[config.mk]
export PLATFORM = sky130hd
export DESIGN_NAME = modular_exponentiation_core
export DESIGN_NICKNAME = d
export VERILOG_FILES = /design/src/rtl/mexp_pkg.sv /design/src/rtl/modular_exponentiation_core.sv /design/src/rtl/mexp_mulmod.sv
export SDC_FILE = /design/constraint.sdc
export NUM_CORES = 1
export LEC_CHECK = 0
export ABC_AREA = 1
export BUFFER_PORTS_ARGS = -buffer_cell sky130_fd_sc_hd__buf_2
export CAP_MARGIN = 20
export CORE_UTILIZATION = 35
export CTS_CLUSTER_DIAMETER = 30
export DETAILED_ROUTE_END_ITERATION = 6
export SLEW_MARGIN = 15
export SYNTH_ARGS = -nofsm -noshare
export SYNTH_HDL_FRONTEND = slang
export SYNTH_SLANG_ARGS = --single-unit
[constraint.sdc]
create_clock -name clk -period 9.7 [get_ports clk]
set_input_delay 1.94 -clock clk [delete_from_list [all_inputs] [get_ports clk]]
set_output_delay 1.94 -clock clk [all_outputs]
set_load 0.005 [all_outputs]
[src/rtl/mexp_pkg.sv]
package mexp_pkg;

	localparam int unsigned DATA_WIDTH = 32;
	localparam int unsigned CNT_WIDTH = $clog2(DATA_WIDTH);
	localparam int unsigned CFG_INDEX_WIDTH = 2;

	typedef logic [DATA_WIDTH-1:0] word_t;
	typedef logic [DATA_WIDTH:0] wide_t;
	typedef logic [CNT_WIDTH-1:0] cnt_t;
	typedef logic [CFG_INDEX_WIDTH-1:0] cfg_index_t;

	localparam cfg_index_t REG_EXPONENT = cfg_index_t'(0);
	localparam cfg_index_t REG_MODULUS = cfg_index_t'(1);

	localparam cnt_t LAST_STEP = cnt_t'(DATA_WIDTH - 1);

	typedef struct packed {
		logic start;
		word_t a;
		word_t b;
		word_t m;
	} mm_req_t;

	typedef struct packed {
		logic done;
		word_t product;
	} mm_rsp_t;

	typedef enum logic [4:0] {
		ST_IDLE = 5'b00001,
		ST_RED = 5'b00010,
		ST_MUL = 5'b00100,
		ST_SQR = 5'b01000,
		ST_OUT = 5'b10000
	} state_t;

endpackage

[src/rtl/modular_exponentiation_core.sv]
// Modular exponentiation core: power_result = base_value ** exponent mod modulus.
// The configuration channel (cfg_valid, cfg_ready, cfg_index, cfg_data) writes the
// exponent at index 0 and the modulus at index 1; other indexes are ignored. Both
// registers reset to one. Write them only while no item is in flight.
// An item enters on the input channel (in_valid, in_ready, base_value). The core
// then works on it alone and drops in_ready until the result is registered.
// All arithmetic runs on one shared shift-add modular multiplier that retires one
// multiplier bit per cycle. The base is first reduced by the modulus on that
// unit, then every exponent bit costs a square plus a multiply where the bit is
// set. With a modulus of zero or one the result is zero.
// The result waits in an output register on (out_valid, out_ready, power_result).
// A stalled receiver holds the result there; a following item may be accepted and
// computed, and its result is loaded once the held one has been taken.
// Reset (arst_n low) clears the sequencer and drops out_valid at once.
module modular_exponentiation_core (
	input logic clk,
	input logic arst_n,
	input logic cfg_valid,
	output logic cfg_ready,
	input mexp_pkg::cfg_index_t cfg_index,
	input mexp_pkg::word_t cfg_data,
	input logic in_valid,
	output logic in_ready,
	input mexp_pkg::word_t base_value,
	output logic out_valid,
	input logic out_ready,
	output mexp_pkg::word_t power_result
);

	mexp_pkg::state_t state_q;
	mexp_pkg::word_t exponent_q;
	mexp_pkg::word_t modulus_q;
	mexp_pkg::word_t res_q;
	mexp_pkg::word_t pow_q;
	mexp_pkg::word_t out_q;
	mexp_pkg::cnt_t bit_q;
	logic out_valid_q;

	mexp_pkg::mm_req_t mm_req;
	mexp_pkg::mm_rsp_t mm_rsp;

	logic in_fire;
	logic small_mod;
	logic last_bit;
	logic out_free;

	assign cfg_ready = 1'b1;
	assign in_ready = (state_q == mexp_pkg::ST_IDLE);
	assign in_fire = in_valid && in_ready;
	assign small_mod = (modulus_q[mexp_pkg::DATA_WIDTH-1:1] == '0);
	assign last_bit = (bit_q == mexp_pkg::LAST_STEP);
	assign out_free = !out_valid_q || out_ready;
	assign out_valid = out_valid_q;
	assign power_result = out_q;

	mexp_mulmod u_mulmod (
		.clk(clk),
		.arst_n(arst_n),
		.req(mm_req),
		.rsp(mm_rsp)
	);

	always_comb begin
		mm_req.start = 1'b0;
		mm_req.a = res_q;
		mm_req.b = pow_q;
		mm_req.m = modulus_q;
		unique case (state_q)
			mexp_pkg::ST_IDLE: begin
				if (in_fire && !small_mod) begin
					mm_req.start = 1'b1;
					mm_req.a = mexp_pkg::word_t'(1);
					mm_req.b = base_value;
				end
			end
			mexp_pkg::ST_RED: begin
				if (mm_rsp.done) begin
					mm_req.start = 1'b1;
					if (exponent_q[bit_q]) begin
						mm_req.a = res_q;
					end else begin
						mm_req.a = mm_rsp.product;
					end
					mm_req.b = mm_rsp.product;
				end
			end
			mexp_pkg::ST_MUL: begin
				if (mm_rsp.done) begin
					mm_req.start = 1'b1;
					mm_req.a = pow_q;
					mm_req.b = pow_q;
				end
			end
			mexp_pkg::ST_SQR: begin
				if (mm_rsp.done && !last_bit) begin
					mm_req.start = 1'b1;
					if (exponent_q[bit_q + mexp_pkg::cnt_t'(1)]) begin
						mm_req.a = res_q;
					end else begin
						mm_req.a = mm_rsp.product;
					end
					mm_req.b = mm_rsp.product;
				end
			end
			mexp_pkg::ST_OUT: begin
			end
			default: begin
			end
		endcase
	end

	always_ff @(posedge clk or negedge arst_n) begin
		if (!arst_n) begin
			state_q <= mexp_pkg::ST_IDLE;
			exponent_q <= mexp_pkg::word_t'(1);
			modulus_q <= mexp_pkg::word_t'(1);
			bit_q <= '0;
			out_valid_q <= 1'b0;
		end else begin
			if (cfg_valid && cfg_ready) begin
				if (cfg_index == mexp_pkg::REG_EXPONENT) begin
					exponent_q <= cfg_data;
				end else if (cfg_index == mexp_pkg::REG_MODULUS) begin
					modulus_q <= cfg_data;
				end
			end
			if ((state_q == mexp_pkg::ST_OUT) && out_free) begin
				out_valid_q <= 1'b1;
			end else if (out_ready) begin
				out_valid_q <= 1'b0;
			end
			unique case (state_q)
				mexp_pkg::ST_IDLE: begin
					if (in_fire) begin
						bit_q <= '0;
						state_q <= small_mod ? mexp_pkg::ST_OUT : mexp_pkg::ST_RED;
					end
				end
				mexp_pkg::ST_RED: begin
					if (mm_rsp.done) begin
						state_q <= exponent_q[bit_q] ? mexp_pkg::ST_MUL : mexp_pkg::ST_SQR;
					end
				end
				mexp_pkg::ST_MUL: begin
					if (mm_rsp.done) begin
						state_q <= mexp_pkg::ST_SQR;
					end
				end
				mexp_pkg::ST_SQR: begin
					if (mm_rsp.done) begin
						if (last_bit) begin
							state_q <= mexp_pkg::ST_OUT;
						end else begin
							bit_q <= bit_q + mexp_pkg::cnt_t'(1);
							state_q <= exponent_q[bit_q + mexp_pkg::cnt_t'(1)]
								? mexp_pkg::ST_MUL : mexp_pkg::ST_SQR;
						end
					end
				end
				mexp_pkg::ST_OUT: begin
					if (out_free) begin
						state_q <= mexp_pkg::ST_IDLE;
					end
				end
				default: begin
					state_q <= mexp_pkg::ST_IDLE;
				end
			endcase
		end
	end

	always_ff @(posedge clk) begin
		unique case (state_q)
			mexp_pkg::ST_IDLE: begin
				if (in_fire) begin
					res_q <= small_mod ? '0 : mexp_pkg::word_t'(1);
				end
			end
			mexp_pkg::ST_RED: begin
				if (mm_rsp.done) begin
					pow_q <= mm_rsp.product;
				end
			end
			mexp_pkg::ST_MUL: begin
				if (mm_rsp.done) begin
					res_q <= mm_rsp.product;
				end
			end
			mexp_pkg::ST_SQR: begin
				if (mm_rsp.done) begin
					pow_q <= mm_rsp.product;
				end
			end
			mexp_pkg::ST_OUT: begin
				if (out_free) begin
					out_q <= res_q;
				end
			end
			default: begin
			end
		endcase
	end

endmodule

[src/rtl/mexp_mulmod.sv]
module mexp_mulmod (
	input logic clk,
	input logic arst_n,
	input mexp_pkg::mm_req_t req,
	output mexp_pkg::mm_rsp_t rsp
);

	logic busy_q;
	logic done_q;
	mexp_pkg::cnt_t cnt_q;
	mexp_pkg::word_t acc_q;
	mexp_pkg::word_t a_q;
	mexp_pkg::word_t b_q;
	mexp_pkg::word_t m_q;

	mexp_pkg::wide_t dbl;
	mexp_pkg::wide_t m_wide;
	mexp_pkg::wide_t red1;
	mexp_pkg::wide_t sum;
	mexp_pkg::wide_t red2;
	mexp_pkg::word_t addend;

	always_comb begin
		m_wide = {1'b0, m_q};
		dbl = {acc_q, 1'b0};
		red1 = (dbl >= m_wide) ? (dbl - m_wide) : dbl;
		addend = b_q[mexp_pkg::DATA_WIDTH-1] ? a_q : '0;
		sum = {1'b0, red1[mexp_pkg::DATA_WIDTH-1:0]} + {1'b0, addend};
		red2 = (sum >= m_wide) ? (sum - m_wide) : sum;
	end

	always_ff @(posedge clk or negedge arst_n) begin
		if (!arst_n) begin
			busy_q <= 1'b0;
			done_q <= 1'b0;
			cnt_q <= '0;
		end else begin
			done_q <= 1'b0;
			if (req.start) begin
				busy_q <= 1'b1;
				cnt_q <= mexp_pkg::LAST_STEP;
			end else if (busy_q) begin
				cnt_q <= cnt_q - mexp_pkg::cnt_t'(1);
				if (cnt_q == '0) begin
					busy_q <= 1'b0;
					done_q <= 1'b1;
				end
			end
		end
	end

	always_ff @(posedge clk) begin
		if (req.start) begin
			acc_q <= '0;
			a_q <= req.a;
			b_q <= req.b;
			m_q <= req.m;
		end else if (busy_q) begin
			acc_q <= red2[mexp_pkg::DATA_WIDTH-1:0];
			b_q <= {b_q[mexp_pkg::DATA_WIDTH-2:0], 1'b0};
		end
	end

	assign rsp.done = done_q;
	assign rsp.product = acc_q;

endmodule

==> impl_metrics.yaml <==
clock_network:
  cts_max_level: 3
  cts_tree: "built"
  postCtsSetupBuffers: 0
  cts_buffer_depth: 3
  cts_resized: 0
  cts_made_buffers: 79
  clk_latency_ns: 0.61
  path_clk_slew_ns: 0.04
  cts.sinks: 306
  clockRootBuffer: "clkbuf_16"
  cts_hold_buf: 0
timing:
  setup_viol: 0
  maxSlewViolCount: 0
  max_freq_mhz: 141
  hold_viol: 0
  max_slew_margin_pct: 44.3
  setup_tns_ns: 0
  rsz0062_at_grt: "no"
  fin_crit_ns: 7.08
  fin_worst_skew_ns: 0.0204
  tightest_slew_ns: 0.827
  fin_crit_sh_pct: 73.0
setup_path:
  reg2reg_from: "u_mulmod.acc_q[10]"
  crit_top_cell: "nand2_1"
  r2r_end: "u_mulmod.acc_q[5]"
  crit_path_end: "u_mulmod.acc_q[5]"
  arrival_ns: 7.56
  end_kind: "flop"
  required_ns: 10.18
  r2r_slack_ns: 2.62
  start_kind: "flop"
  crit_path_max_incr_delay_ns: 0.43
  crit_path_start: "u_mulmod.acc_q[10]"
  criticalPathCategory: "reg2reg"
  crit_fanout: 47
  reg2regPathDepth: 37
  critical_path.slowest_cell: "ha_1"
cells_and_area:
  syn_to_final_growth_pct: 20.4
  drive_gt1_share_pct: 9.60
  finalNetCount: 3050
  n_fill_cell: 5893
  fin_area_mm2: 0.0242
synthesis:
  synth_top_area_share_pct: 28.7
  synth.net_count: 2912
  synth_area_leaders: "edfxtp_1 (29%), nand2_1 (16%), dfrtp_1 (9.8%), inv_1 (7.1%), ha_1 (6.2%)"
  yosysSeqAreaShare_pct: 42.1
  yosysMostFrequentCell: "nand2_1"
  yosys.area.top_type: "edfxtp_1"
  avgSynthCellArea_um2: 7.34
  synth_area_mm2: 0.0201
  yosysWarningCount: 0
  synth_cell_types: 50
  syn_inst: 2738
  synth_commonest_cells: "nand2_1 (873), inv_1 (382), nor2_1 (249)"
  async_reset_ff_share_pct: 26.8
  ys_ff_latch: 306
  synth-edff-count: 192
  ys.flop_type: "edfxtp_1"
floorplanning:
  dieArea_mm2: 0.0584
  std_cell_rows: 87
  core_area_mm2: 0.0566
  design.portCount: 106
  die_width_um: 242
  die_y_um: 242
  initial_core_util_pct: 35.5
placed_design:
  routabilityCongestion: 0.969
  io_buffers: 104
  placed_area_mm2: 0.0214
  dp_hpwl_um: 51900
job:
  cap_viol_max_count: 0
global_route:
  antenna_found_initial: 0
  grt.total_usage_pct: 22.8
  first_global_vias: 18335
  gr-total-overflow: 0
  grt_pass1_wl_um: 104000
  grt_max_degree: 65
route:
  ant_nets: 0
  dr.pass1.iters: 5
  drc: 0
  drt_iter0_drc: 1400
  wl_per_cell_um: 17.9
  wl_um: 66000
  routed_via_density: 4.99
  vias: 18452
min_path:
  hold_path.class: "reg2reg"
  hold_start: "res_q[2]"
status:
  outcome: "completed"
[critical path, delay by kind of cell, from the launching register on]
kind / cells / cell delay, ns
AND/OR/NAND/NOR: 24 / 3.11
flip-flops: 1 / 0.39
AO/OA/AOI/OAI: 1 / 0.14
XOR/XNOR: 1 / 0.39
adder cells (fa/ha/maj): 4 / 1.40
buffers and inverters: 7 / 1.49
[flip-flops by register name, indices dropped and copies added (netlist names), 32 cells and up]
| register | count |
|---|---|
| exponent_q | 32 |
| u_mulmod.b_q | 32 |
| modulus_q | 32 |
| power_result | 32 |
| u_mulmod.m_q | 32 |
| u_mulmod.a_q | 32 |
| pow_q | 32 |
| u_mulmod.acc_q | 32 |
| res_q | 32 |
[worst min path at each step]
| stage | endpoint | slack, ns | cells after the start |
|---|---|---|---|
| 6_report | power_result[2] | 0.46 | 0 |
| 5_1_grt | power_result[16] | 0.47 | 0 |
| 3_5_place_dp | power_result[19] | 0.45 | 0 |
| 2_1_floorplan | power_result[10] | 0.43 | 0 |
| 3_3_place_gp | power_result[23] | 0.44 | 0 |
| 4_1_cts | power_result[19] | 0.46 | 0 |
[cell families after synthesis]
kind of cell | Yosys count | share of synthesized area (%)
buf+inv | 460 | 8.99
flops | 306 | 42.1
simple gates | 1376 | 28.1
other cells | 1 | 0.0187
fa+ha+maj | 103 | 6.52
xor+xnor | 65 | 2.83
compound gates | 427 | 11.5
[metrics by stage]
step	worst slack [ns]	utilization (%)	std cells	hold slack, ns
floorplan	4.51	-	2738	0.427
global placement	2.83	37.8	3547	0.436
detailed placement	2.74	37.8	3547	0.447
CTS	2.72	42.6	3690	0.460
global route	2.00	42.8	3694	0.472
finish	2.62	42.8	3695	0.455
[area by class of cell]
cell class / instances / area [um2] / share of cell area (%)
multi-input cells: 1972 / 9870 / 40.8
flip-flops and latches: 306 / 8460 / 34.9
clock buffers: 93 / 2120 / 8.77
inverters: 391 / 1470 / 6.07
well taps: 756 / 946 / 3.91
repair buffers: 126 / 734 / 3.03
clock inverters: 50 / 603 / 2.49
diodes: 1 / 2.50 / 0.0103
[cell usage in the layout, fill, tap and decap left out, types with 19 or more instances in the layout]
master | Yosys | layout
nand4_1 | 22 | 22
inv_1 | 382 | 382
xor2_1 | 38 | 38
o21ai_0 | 197 | 197
edfxtp_1 | 192 | 192
ha_1 | 100 | 100
nand3_1 | 171 | 171
xnor2_1 | 27 | 27
clkbuf_16 | 0 | 83
nand2_1 | 873 | 873
buf_2 | 17 | 103
nor2_1 | 249 | 245
buf_4 | 5 | 19
a21oi_1 | 158 | 157
dfxtp_1 | 32 | 32
a22oi_1 | 30 | 30
dfrtp_1 | 79 | 79
nor3_1 | 22 | 22
[layer usage]
layer | up-vias | GRT usage (%) | part of all wire [%]
met5 | - | 0 | 0
met4 | 0 | 8.62 | 3.1
met3 | 108 | 3.49 | 5.1
met2 | 539 | 35.9 | 45
met1 | 8591 | 31.6 | 47
li1 | 9214 | - | -
Power is left out: the tool's default activity adds up to more than one toggle a clock period on the data nets, which glitch-free logic cannot reach.
